## src/hw/rtl/gnno_pkg.sv

```systemverilog
`timescale 1ns / 1ps
// ----------------------------------------------------------------------------
// gnno_pkg
// shared types and constants of the nearest-neighbor ordering block
// ----------------------------------------------------------------------------
package gnno_pkg;

   // fixed widths of the transaction fields
   localparam int FIELD_BITS = 16;
   localparam int IDX_BITS   = 6;

   // axes per point; the squaring phase after the last axis is the final sum
   localparam int AXES = 3;

   // control from the sequencer to the squared distance unit
   typedef struct packed {
      logic       clear;   // first axis: restart the running sum
      logic [1:0] axis;    // axis squared this cycle
   } sq_ctrl_type;

endpackage

```

## src/hw/rtl/gnno_dist_unit.sv

```systemverilog
`timescale 1ns / 1ps
// ----------------------------------------------------------------------------
// gnno_dist_unit
// shared squaring multiplier and accumulator, one axis per cycle
// ----------------------------------------------------------------------------
module gnno_dist_unit #(
   parameter int COORD_BITS = 16
) (
   input  logic                        clock,
   input  gnno_pkg::sq_ctrl_type       ctrl,
   input  logic [3*COORD_BITS-1:0]     point_a,
   input  logic [3*COORD_BITS-1:0]     point_b,
   output logic [2*COORD_BITS+1:0]     sq_sum
);

   localparam int DIST_W = 2*COORD_BITS + 2;

   logic [COORD_BITS-1:0] a_sel;
   logic [COORD_BITS-1:0] b_sel;
   logic signed [COORD_BITS:0] diff;
   logic [COORD_BITS:0]   diff_abs;
   logic [COORD_BITS-1:0] mag;
   logic [2*COORD_BITS-1:0] mag_sq;
   logic [DIST_W-1:0]     prod_ff;
   logic [DIST_W-1:0]     prod_in;
   logic [DIST_W-1:0]     acc_ff;
   logic [DIST_W-1:0]     acc_in;

   always_comb begin
      case (ctrl.axis)
         2'd0: begin
            a_sel = point_a[0 +: COORD_BITS];
            b_sel = point_b[0 +: COORD_BITS];
         end
         2'd1: begin
            a_sel = point_a[COORD_BITS +: COORD_BITS];
            b_sel = point_b[COORD_BITS +: COORD_BITS];
         end
         2'd2: begin
            a_sel = point_a[2*COORD_BITS +: COORD_BITS];
            b_sel = point_b[2*COORD_BITS +: COORD_BITS];
         end
         default: begin
            a_sel = '0;
            b_sel = '0;
         end
      endcase
   end

   // difference one bit wider, magnitude fits in COORD_BITS
   assign diff     = $signed({a_sel[COORD_BITS-1], a_sel})
                   - $signed({b_sel[COORD_BITS-1], b_sel});
   assign diff_abs = diff[COORD_BITS] ? $unsigned(-diff) : $unsigned(diff);
   assign mag      = diff_abs[COORD_BITS-1:0];

   assign mag_sq  = mag * mag;
   assign prod_in = DIST_W'(mag_sq);
   assign acc_in  = ctrl.clear ? '0 : acc_ff + prod_ff;

   always_ff @(posedge clock) begin
      prod_ff <= prod_in;
      acc_ff  <= acc_in;
   end

   assign sq_sum = acc_ff + prod_ff;

endmodule

```

## src/hw/rtl/greedy_nearest_neighbor_ordering_top.sv

```systemverilog
`timescale 1ns / 1ps
// ----------------------------------------------------------------------------
// greedy_nearest_neighbor_ordering_top
// loads 3-d points and emits a greedy nearest-neighbor visiting order
// ----------------------------------------------------------------------------
//  channel  | ports                                           | handshake
//  ---------+-------------------------------------------------+---------------------------
//  request  | req_x_coord, req_y_coord, req_z_coord,          | start high, busy low
//           | req_last_point                                  |
//  response | rsp_point_index, rsp_path_end                   | rsp_valid, one cycle, no stall
//
//  a point that is not last is stored and busy stays low
//  the last point (or the MAX_POINTS-th) starts a run: S_LOAD0 and S_FETCH read point 0,
//  then each path step but the last emits the current point, scans the points and closes
//  the scan; a used point is skipped, an unused one gets a memory read, three squarings,
//  sum and compare on the single squaring multiplier, which takes one axis at a time
//  reset is synchronous; results are strobed for one cycle each and cannot be stalled
// ----------------------------------------------------------------------------
module greedy_nearest_neighbor_ordering_top #(
   parameter int MAX_POINTS = 64,
   parameter int COORD_BITS = 16
) (
   input  logic                                  clock,
   input  logic                                  reset,
   // request transaction
   input  logic                                  start,
   output logic                                  busy,
   input  logic signed [gnno_pkg::FIELD_BITS-1:0] req_x_coord,
   input  logic signed [gnno_pkg::FIELD_BITS-1:0] req_y_coord,
   input  logic signed [gnno_pkg::FIELD_BITS-1:0] req_z_coord,
   input  logic                                  req_last_point,
   // response transaction
   output logic                                  rsp_valid,
   output logic [gnno_pkg::IDX_BITS-1:0]         rsp_point_index,
   output logic                                  rsp_path_end
);

   localparam int IDX_W  = (MAX_POINTS > 2) ? $clog2(MAX_POINTS) : 1;
   localparam int CNT_W  = $clog2(MAX_POINTS + 1);
   localparam int PT_W   = 3 * COORD_BITS;
   localparam int DIST_W = 2 * COORD_BITS + 2;

   // sequencer states
   localparam logic [2:0] S_IDLE  = 3'd0;  // loading points
   localparam logic [2:0] S_LOAD0 = 3'd1;  // read point 0
   localparam logic [2:0] S_FETCH = 3'd2;  // take point 0 as current
   localparam logic [2:0] S_STEP  = 3'd3;  // emit current, start a scan or end the run
   localparam logic [2:0] S_SCAN  = 3'd4;  // pick next candidate or close the scan
   localparam logic [2:0] S_MUL   = 3'd5;  // squared distance of one candidate

   localparam logic [1:0] LAST_AXIS = 2'(gnno_pkg::AXES);

   // point store, reads registered
   logic [PT_W-1:0]       point_mem_ff [MAX_POINTS];
   logic [PT_W-1:0]       rd_data_ff;
   logic [IDX_W-1:0]      rd_addr;

   logic [2:0]            state_ff, state_in;
   logic [CNT_W-1:0]      count_ff, count_in;
   logic [CNT_W-1:0]      npts_ff, npts_in;
   logic [CNT_W-1:0]      remain_ff, remain_in;
   logic [CNT_W-1:0]      cand_ff, cand_in;
   logic [1:0]            axis_ff, axis_in;
   logic [MAX_POINTS-1:0] used_ff, used_in;
   logic [IDX_W-1:0]      cur_idx_ff, cur_idx_in;
   logic [PT_W-1:0]       cur_pt_ff, cur_pt_in;
   logic                  found_ff, found_in;
   logic [IDX_W-1:0]      best_idx_ff, best_idx_in;
   logic [PT_W-1:0]       best_pt_ff, best_pt_in;
   logic [DIST_W-1:0]     best_d_ff, best_d_in;
   logic                  rsp_valid_ff, rsp_valid_in;
   logic [IDX_W-1:0]      rsp_idx_ff, rsp_idx_in;
   logic                  rsp_end_ff, rsp_end_in;

   logic                  accept;
   logic                  run_go;
   logic [PT_W-1:0]       wr_point;
   logic [DIST_W-1:0]     cand_dist;
   gnno_pkg::sq_ctrl_type sq_ctrl;

   assign accept = start && (state_ff == S_IDLE);

   // the low COORD_BITS of each field, taken as raw bits
   assign wr_point = {COORD_BITS'($unsigned(req_z_coord)),
                      COORD_BITS'($unsigned(req_y_coord)),
                      COORD_BITS'($unsigned(req_x_coord))};

   // run starts on the marked point or when the store fills
   assign run_go = req_last_point || (count_ff == CNT_W'(MAX_POINTS - 1));

   assign rd_addr = (state_ff == S_LOAD0) ? '0 : cand_ff[IDX_W-1:0];

   always_ff @(posedge clock) begin
      if (accept) begin
         point_mem_ff[count_ff[IDX_W-1:0]] <= wr_point;
      end
      rd_data_ff <= point_mem_ff[rd_addr];
   end

   assign sq_ctrl.clear = (axis_ff == 2'd0);
   assign sq_ctrl.axis  = axis_ff;

   gnno_dist_unit #(
      .COORD_BITS (COORD_BITS)
   ) u_dist (
      .clock   (clock),
      .ctrl    (sq_ctrl),
      .point_a (cur_pt_ff),
      .point_b (rd_data_ff),
      .sq_sum  (cand_dist)
   );

   always_comb begin
      state_in     = state_ff;
      count_in     = count_ff;
      npts_in      = npts_ff;
      remain_in    = remain_ff;
      cand_in      = cand_ff;
      axis_in      = axis_ff;
      used_in      = used_ff;
      cur_idx_in   = cur_idx_ff;
      cur_pt_in    = cur_pt_ff;
      found_in     = found_ff;
      best_idx_in  = best_idx_ff;
      best_pt_in   = best_pt_ff;
      best_d_in    = best_d_ff;
      rsp_valid_in = 1'b0;
      rsp_idx_in   = rsp_idx_ff;
      rsp_end_in   = 1'b0;

      case (state_ff)
         S_IDLE: begin
            if (accept) begin
               if (run_go) begin
                  npts_in    = count_ff + 1'b1;
                  remain_in  = count_ff + 1'b1;
                  count_in   = '0;
                  used_in    = '0;
                  cur_idx_in = '0;
                  state_in   = S_LOAD0;
               end else begin
                  count_in = count_ff + 1'b1;
               end
            end
         end
         S_LOAD0: begin
            state_in = S_FETCH;
         end
         S_FETCH: begin
            cur_pt_in = rd_data_ff;
            state_in  = S_STEP;
         end
         S_STEP: begin
            rsp_valid_in = 1'b1;
            rsp_idx_in   = cur_idx_ff;
            if (remain_ff > CNT_W'(1)) begin
               used_in[cur_idx_ff] = 1'b1;
               remain_in           = remain_ff - 1'b1;
               cand_in             = '0;
               found_in            = 1'b0;
               state_in            = S_SCAN;
            end else begin
               rsp_end_in = 1'b1;
               state_in   = S_IDLE;
            end
         end
         S_SCAN: begin
            if (cand_ff == npts_ff) begin
               // scan done: move to the nearest unused point
               cur_idx_in = best_idx_ff;
               cur_pt_in  = best_pt_ff;
               state_in   = S_STEP;
            end else if (used_ff[cand_ff[IDX_W-1:0]]) begin
               cand_in = cand_ff + 1'b1;
            end else begin
               axis_in  = 2'd0;
               state_in = S_MUL;
            end
         end
         S_MUL: begin
            if (axis_ff == LAST_AXIS) begin
               // strict compare keeps the lowest index on a tie
               if (!found_ff || (cand_dist < best_d_ff)) begin
                  found_in    = 1'b1;
                  best_d_in   = cand_dist;
                  best_idx_in = cand_ff[IDX_W-1:0];
                  best_pt_in  = rd_data_ff;
               end
               cand_in  = cand_ff + 1'b1;
               state_in = S_SCAN;
            end else begin
               axis_in = axis_ff + 1'b1;
            end
         end
         default: begin
            state_in = S_IDLE;
         end
      endcase
   end

   // control state
   always_ff @(posedge clock) begin
      if (reset) begin
         state_ff     <= S_IDLE;
         count_ff     <= '0;
         used_ff      <= '0;
         found_ff     <= 1'b0;
         rsp_valid_ff <= 1'b0;
         rsp_end_ff   <= 1'b0;
         cur_idx_ff   <= '0;
      end else begin
         state_ff     <= state_in;
         count_ff     <= count_in;
         used_ff      <= used_in;
         found_ff     <= found_in;
         rsp_valid_ff <= rsp_valid_in;
         rsp_end_ff   <= rsp_end_in;
         cur_idx_ff   <= cur_idx_in;
      end
   end

   // datapath registers
   always_ff @(posedge clock) begin
      npts_ff     <= npts_in;
      remain_ff   <= remain_in;
      cand_ff     <= cand_in;
      axis_ff     <= axis_in;
      cur_pt_ff   <= cur_pt_in;
      best_idx_ff <= best_idx_in;
      best_pt_ff  <= best_pt_in;
      best_d_ff   <= best_d_in;
      rsp_idx_ff  <= rsp_idx_in;
   end

   assign busy            = (state_ff != S_IDLE);
   assign rsp_valid       = rsp_valid_ff;
   assign rsp_point_index = gnno_pkg::IDX_BITS'(rsp_idx_ff);
   assign rsp_path_end    = rsp_end_ff;

endmodule

```

## config.mk

```make
export PLATFORM = sky130hd
export DESIGN_NAME = greedy_nearest_neighbor_ordering_top
export DESIGN_NICKNAME = d
export VERILOG_FILES = /design/src/hw/rtl/gnno_pkg.sv /design/src/hw/rtl/gnno_dist_unit.sv /design/src/hw/rtl/greedy_nearest_neighbor_ordering_top.sv
export SDC_FILE = /design/constraint.sdc
export NUM_CORES = 2
export LEC_CHECK = 0
export BUFFER_PORTS_ARGS = -buffer_cell sky130_fd_sc_hd__buf_2
export CORE_MARGIN = 10
export CORE_UTILIZATION = 25
export DETAILED_ROUTE_END_ITERATION = 16
export PLACE_DENSITY = 0.46
export SETUP_SLACK_MARGIN = 0.5
export SLEW_MARGIN = 25
export SYNTH_ARGS = -nofsm -noshare
export SYNTH_HDL_FRONTEND = slang
export SYNTH_SLANG_ARGS = --single-unit
export TNS_END_PERCENT = 10
```

## constraint.sdc

```tcl
create_clock -name clock -period 11.7 [get_ports clock]
set_clock_uncertainty 0.15 [all_clocks]
set_input_delay 1.755 -clock clock [delete_from_list [all_inputs] [get_ports clock]]
set_output_delay 1.755 -clock clock [all_outputs]
set_load 0.03 [all_outputs]
```

[After elaboration in Yosys (flattened, before gate mapping)]
Memory sizes are Yosys's and may differ from the RTL's. A register that Yosys moved wholly into a read port is not among the register bits.
Index checks and enable logic that the tools add are counted.
Word-level totals
  output and inout port bits: 9
  memories: 1
  bits in writable memories: 3072
  flip-flop bits (word level): 314
  logic and storage cells: 127
Memory list
  point_mem_ff: depth 64, bits a word 48, read ports 1, clocked after Yosys merged registers in 1, wr ports 1, RTL line greedy_nearest_neighbor_ordering_top.sv:54  | logic [PT_W-1:0] point_mem_ff [MAX_POINTS];
Operators by class
  eq/ne operators: 21
  bitwise operators: 2
  $add $sub $neg: 7
  reductions and logical operators: 25
  magnitude comparators: 5
  multiplexer cells: 47
  $mul: 1
Operator list (number)
  $mux 64: 3
  $pmux 64 s2: 1
  $pmux 16 s3: 2
  $pmux 48 s2: 1
  $or 64x64->64: 1
  $mux 7: 8
  $mux 48: 1
  $add 34x32->34: 1
  $lt 34x34->1: 1
  $mul 16x16->32: 1
  $mux 6: 4
  $pmux 7 s3: 1
  $ne 2x2->1 const B: 10
  $reduce_and 4->1: 5
  $mux 3: 6
  $pmux 3 s6: 1
  $sub 16x16->17: 1
  $mux 16: 1
  $neg 16->16: 1
  $add 7x1->7 const B: 2
  $lt 6x7->1 const B: 2
  $pmux 7 s2: 1
  $pmux 6 s2: 1
  $reduce_bool 2->1: 5
  other kinds (29): 47

[Longest topological paths before layout]
  depth in word-level cells: 7
  mapped depth: 45
  depth with buffers taken out: 43

[By module]
From an unflattened synthesis, not the netlist that was laid out.
Unflattened totals
  cell total of the unflattened synthesis: 9656
  area, all modules: 146464.2 um2
Modules (own cells, without submodules)
  greedy_nearest_neighbor_ordering_top: cells each 8199, area each 133954.7 um2, times used 1
  gnno_dist_unit: cells each 1457, area each 12509.5 um2, times used 1

[Worst setup path after synthesis]
Ideal clock, no wire load.
  path kind: register to register
  start: reg axis_ff[0]
  end: reg u_dist.prod_ff[30]
  path slack: 1418 ps
  data arrival time: 10060 ps
  setup time: 72 ps
  stages on the path, launching flop included: 38
  cell sequence: edfxtp_1 inv_1 ha_1 clkbuf_1 a222oi_1 or2_2 ha_1 inv_1 fa_1 a21o_1 a311o_1 a31oi_1 xnor2_1 or3_1 or4_4 or4_1 o211ai_2 xor2_2 [... 2 more ...] fa_1 fa_1 fa_1 fa_1 fa_1 fa_1 inv_1 ha_1 and3_1 a31oi_1 o211ai_1 a21oi_1 o311ai_0 a31oi_1 nor2b_1 o21a_1 o41ai_1 xnor2_1
Between the ends
  word-level cells in the longest chain between the ends: 6
Ends and longest elaborated chain
  start, declared: RTL line greedy_nearest_neighbor_ordering_top.sv:63  | logic [1:0] axis_ff, axis_in;
  start signal, assigned: RTL line greedy_nearest_neighbor_ordering_top.sv:227  | axis_ff <= axis_in;
  $eq 2x2->1 (tied with other cells): RTL line gnno_dist_unit.sv:30  | case (ctrl.axis)
  $pmux 16 s3: RTL line gnno_dist_unit.sv:30
  $sub 16x16->17 *: RTL line gnno_dist_unit.sv:52  | - $signed({b_sel[COORD_BITS-1], b_sel});
  $neg 16->16: RTL line gnno_dist_unit.sv:53  | assign diff_abs = diff[COORD_BITS] ? $unsigned(-diff) : $unsigned(diff);
  $mux 16 *: RTL line gnno_dist_unit.sv:53
  $mul 16x16->32 *: RTL line gnno_dist_unit.sv:56  | assign mag_sq = mag * mag;
  net u_dist.mag_sq[30]: RTL line gnno_dist_unit.sv:23  | logic [2*COORD_BITS-1:0] mag_sq;
  end signal, assigned: RTL line gnno_dist_unit.sv:61  | prod_ff <= prod_in;
  end, declared: RTL line gnno_dist_unit.sv:24  | logic [DIST_W-1:0] prod_ff;
The timed path passes the listed nets; every way through them passes the cells marked *.
A chain may end at the register's enable or synchronous reset.

[Final worst setup path]
Same ends and word-level chain as after synthesis.

==> reports/results.md <==
| Step | Item | Value |
| --- | --- | --- |
| cts | TritonCTS clock tree | done |
| synthesis | Commonest register cell after synthesis | sky130_fd_sc_hd__edfxtp_1 |
| routing | Number of DRC markers after the initial detailed-route iteration | 8,807 |
| floorplan | Number of ports placed on the die boundary | 61 |
| place | Final GP Congestion | 0.7772 |
| routing | Routed Antenna Nets | 0 |
| setup path | Flop2flop setup slack | 0.95 ns |
| synthesis | Yosys top cell by area | sky130_fd_sc_hd__edfxtp_1 |
| setup path | Cell repeated most along the worst path | sky130_fd_sc_hd__fa_1 |
| global route | Largest net degree at the start of global routing | 140 |
| setup path | FF-to-FF path depth | 36 |
| worst hold path | Worst-case hold path end point | used_ff[34]$_SDFFE_PP0P_ |
| routing | Vias per cell | 4.920 |
| setup path | Endpoint class of the critical path | register |
| worst hold path | Worst hold path class | register to register |
| worst hold path | Hold path start | used_ff[34]$_SDFFE_PP0P_ |
| finish | Layout Area Growth over Synthesis | 15.53% |
| cts | Number of CTS-inserted buffers | 373 |
| floorplan | Site row count | 276 |
| routing | Total wire length after detailed routing | 466.7 mm |
| setup path | Critical Path Source Type | register |
| global route | Global-route total usage across every layer | 0.1500 |
| sta | Unrepaired setup endpoints after global routing | yes |
| synthesis | Syn_area_per_cell | 13.63 sq um |
| cts | CTS H-tree lvls | 5 |
| setup path | Arrival time of data at the critical path endpoint | 11.49 ns |
| floorplan | Area of the placeable core | 0.5643 sq mm |
| floorplan | Total die area | 0.5961 sq mm |
| synthesis | Largest cells by area after synthesis | sky130_fd_sc_hd__edfxtp_1, sky130_fd_sc_hd__nand3_1, sky130_fd_sc_hd__o221ai_1, sky130_fd_sc_hd__nand2_1, sky130_fd_sc_hd__dfxtp_1 |
| setup path | Standard cell with the maximum stage delay on the critical path | sky130_fd_sc_hd__or4_4 |
| sta | Crit share post-route | 0.9184 |
| routing | Remaining routing DRC violations | 0 |
| setup path | Largest fanout of any net on the critical path | 15 |
| routing | Routed wire per std cell | 25.67 microns |
| finish | Fill cell total of the finished layout | 57,088 |
| synthesis | Share of async-settable or async-resettable flops after synthesis | 0 |
| synthesis | Fraction of the yosys area taken by sequential cells | 0.7152 |
| cts | CTS sink cnt | 3,433 |
| floorplan | Chip Height | 772.1 microns |
| cts | Hold buffer count at CTS | 0 |
| routing | Vias post-DR | 89,437 |
| setup path | Type of the worst setup path | register to register |
| cts | Clock Latency Late Sink | 1.01 ns |
| routing | Drt first pass iters | 8 |
| place | Number of port buffers | 60 |
| cts | Buffer depth of the longest clock path | 4 |
| synthesis | Flop and latch count out of synthesis | 3,433 |
| floorplan | Initial core utilization | 0.2506 |
| sta | Maximum clock frequency | 0.09306 GHz |
| finish | Final nets | 10,760 |
| floorplan | Chip width | 772.1 microns |
| global route | Global-route wire length before repair | 662.9 mm |
| synthesis | Number of standard cells after synthesis | 10,376 |
| outcome | Status | finished clean |
| cts | Clock tree root buffer cell | sky130_fd_sc_hd__clkbuf_16 |
| sta | Setup tns final | 0 ns |
| sta | Post-layout minimum cycle time | 10.75 ns |
| sta | Post-route setup slack | 0.9547 ns |
| sta | Worst rel slew slack | 0.2275 |
| cts | Clock transition time at the flip-flop clock pins of the worst setup and hold paths | 0.06 ns |
| worst hold path | Worst hold path depth | 2 |
| setup path | Worst EP required | 12.44 ns |
| global route | Number of global-route vias before repair | 87,218 |
| synthesis | Cell area after technology mapping | 0.1414 sq mm |
| synthesis | Post-Synthesis Net Count | 10,778 |
| synthesis | Synth unique cells | 69 |
| synthesis | Proportion of netlist area held by the largest area contributor | 0.6874 |
| global route | Initial antenna violation count | 45 |
| synthesis | Number of synthesized flops with an enable pin | 3,237 |
| place | Pre-CTS worst setup slack | 0.4722 ns |
| setup path | Launch point of the worst reg-to-reg path | axis_ff[0]$_SDFFCE_PN0P_ |
| finish | Layout cell share with drive strength beyond 1 | 0.09959 |
| synthesis | Total of warnings raised by yosys | 0 |
| sta | Number of endpoints with negative hold slack in the final report | 0 |
| global route | Sum of overflow across all layers after global routing | 0 |
| sta | Slew of the pin with the lowest slew margin | 1.152 ns |
| sta | Max-slew violations | 0 |
| job | Number of maximum-capacitance violations | 0 |
| setup path | CP peak stage delay | 0.58 ns |
| place | Half-perimeter wire length after placement | 249.4 mm |
| setup path | Reg2Reg Capture Point | u_dist.prod_ff[30]$_DFF_P_ |
| sta | Final setup violation count | 0 |
-- cells in the final DEF, fill, tap and decap left out, types with 40 or more instances in the layout --
cell type                      n
sky130_fd_sc_hd__edfxtp_1   3237
sky130_fd_sc_hd__nand2_1    1642
sky130_fd_sc_hd__nand3_1    1474
sky130_fd_sc_hd__o221ai_1    768
sky130_fd_sc_hd__a21oi_1     432
sky130_fd_sc_hd__clkbuf_16   382
sky130_fd_sc_hd__inv_1       296
sky130_fd_sc_hd__buf_4       275
sky130_fd_sc_hd__nor2_1      244
sky130_fd_sc_hd__dfxtp_1     196
sky130_fd_sc_hd__ha_1        186
sky130_fd_sc_hd__fa_1        163
sky130_fd_sc_hd__a31oi_1     157
sky130_fd_sc_hd__a211oi_1    104
sky130_fd_sc_hd__clkbuf_1     86
sky130_fd_sc_hd__clkinv_1     83
sky130_fd_sc_hd__xnor2_1      80
sky130_fd_sc_hd__nor2_4       65
sky130_fd_sc_hd__clkinv_2     62
sky130_fd_sc_hd__and3_1       58
sky130_fd_sc_hd__nor2b_1      50
sky130_fd_sc_hd__mux2_2       50
sky130_fd_sc_hd__a311oi_1     48
sky130_fd_sc_hd__o21ai_0      44
sky130_fd_sc_hd__a21o_1       42
sky130_fd_sc_hd__buf_2        40
-- routing by layer --
layer | track usage | share of wire | vias up
li1 | - | - | 39529
met1 | 0.2032 | 0.44 | 46451
met2 | 0.2520 | 0.48 | 2798
met3 | 0.01932 | 0.055 | 651
met4 | 0.04163 | 0.029 | 8
met5 | 0 | 0.00010 | -
-- worst max-delay path, delay by kind of cell (launching register included) --
kind                     cells  cell delay [ns]
buffers and inverters        4             0.41
flip-flops                   1             0.42
adder cells (fa/ha/maj)     10             4.17
AND/OR/NAND/NOR              6             1.73
XOR/XNOR                     3             0.49
AO/OA/AOI/OAI               13             3.30
-- repair_timing --
item                                    4_1_cts  5_1_grt
pin swaps                                     0        3
endpoints found under the setup margin        1        5
resized for setup                             1       14
cloned                                        0        1
buffers inserted                              0        3
-- flip-flops by register name, summed over array words and instances (netlist names), 31 cells and up --
name            count
point_mem_ff     3072
used_ff            64
u_dist.acc_ff      34
u_dist.prod_ff     31
cur_pt_ff          48
rd_data_ff         48
best_pt_ff         48
best_d_ff          34
-- cell type report --
cell class / count / area [sq um] / area share
flip-flops and latches: 3433 / 101100 / 0.6190
multi-input cells: 5898 / 37020 / 0.2266
clock buffers: 487 / 10140 / 0.06209
well taps: 7506 / 9392 / 0.05749
repair buffers: 350 / 2985 / 0.01827
clock inverters: 194 / 1525 / 0.009336
inverters: 302 / 1145 / 0.007008
diodes: 9 / 22.52 / 0.0001379
-- cells in the mapped netlist (4+ instances only) --
cell type                     n
sky130_fd_sc_hd__o21ai_0     44
sky130_fd_sc_hd__nor3b_1      5
sky130_fd_sc_hd__nor3_1      22
sky130_fd_sc_hd__mux2_2      50
sky130_fd_sc_hd__o21a_1       8
sky130_fd_sc_hd__mux4_2      21
sky130_fd_sc_hd__and2_1       8
sky130_fd_sc_hd__nand4_1      7
sky130_fd_sc_hd__o41ai_1      4
sky130_fd_sc_hd__xnor2_1     80
sky130_fd_sc_hd__inv_1      297
sky130_fd_sc_hd__edfxtp_1  3237
sky130_fd_sc_hd__or2_2       22
sky130_fd_sc_hd__clkinv_1     4
sky130_fd_sc_hd__a31oi_1    157
sky130_fd_sc_hd__nand3_1   1475
sky130_fd_sc_hd__nand2b_1    23
sky130_fd_sc_hd__a21o_1      42
sky130_fd_sc_hd__a222oi_1    32
sky130_fd_sc_hd__or3_1       10
sky130_fd_sc_hd__a22oi_1      7
sky130_fd_sc_hd__nor2_1     309
sky130_fd_sc_hd__xor2_1      34
sky130_fd_sc_hd__buf_1       62
sky130_fd_sc_hd__fa_1       163
sky130_fd_sc_hd__and3_1      58
sky130_fd_sc_hd__dfxtp_1    196
sky130_fd_sc_hd__o31ai_1      6
sky130_fd_sc_hd__ha_1       187
sky130_fd_sc_hd__o21bai_1    15
sky130_fd_sc_hd__nor2b_1     50
sky130_fd_sc_hd__o211ai_1     6
sky130_fd_sc_hd__a311oi_1    48
sky130_fd_sc_hd__nand2_1   1649
sky130_fd_sc_hd__a21oi_1    438
sky130_fd_sc_hd__a211oi_1   106
sky130_fd_sc_hd__o221ai_1   768
sky130_fd_sc_hd__clkbuf_1   680
-- logic make-up after synthesis --
| family | synth area share |
|---|---|
| and+or+nand+nor | 0.1141 |
| DFF | 0.7152 |
| AOI/OAI and AO/OA | 0.08859 |
| buffers and inverters | 0.02780 |
| adders and majority gates | 0.03962 |
| xor gates and xnor gates | 0.007176 |
| muxes | 0.007539 |
-- worst max path at each step --
stage / start / end / slack, ns / depth (start not counted)
final: axis_ff[0]$_SDFFCE_PN0P_ / u_dist.prod_ff[30]$_DFF_P_ / 0.95 / 36
after global routing: axis_ff[0]$_SDFFCE_PN0P_ / u_dist.prod_ff[31]$_DFF_P_ / 0.40 / 43
after CTS: axis_ff[0]$_SDFFCE_PN0P_ / u_dist.prod_ff[30]$_DFF_P_ / 0.58 / 34
after detailed placement: axis_ff[0]$_SDFFCE_PN0P_ / u_dist.prod_ff[31]$_DFF_P_ / 0.47 / 42
after global placement: axis_ff[0]$_SDFFCE_PN0P_ / u_dist.prod_ff[31]$_DFF_P_ / 0.47 / 42
after floorplan: axis_ff[0]$_SDFFCE_PN0P_ / u_dist.prod_ff[30]$_DFF_P_ / 1.42 / 37
-- per-stage QoR --
step / instance area (sq um) / utilization / hold WS [ns] / std cells
finish: 163400 / 0.2895 / 0.3095 / 18179
global route: 163300 / 0.2895 / 0.3279 / 18172
CTS: 163200 / 0.2891 / 0.3094 / 18165
detailed placement: 151500 / 0.2685 / 0.3008 / 17484
global placement: 151300 / 0.2681 / 0.2931 / 17478
floorplan: 141400 / - / 0.2564 / 10376
Power is not shown: default switching activity piles up to over one toggle a cycle in this logic, so the estimate is an artifact.
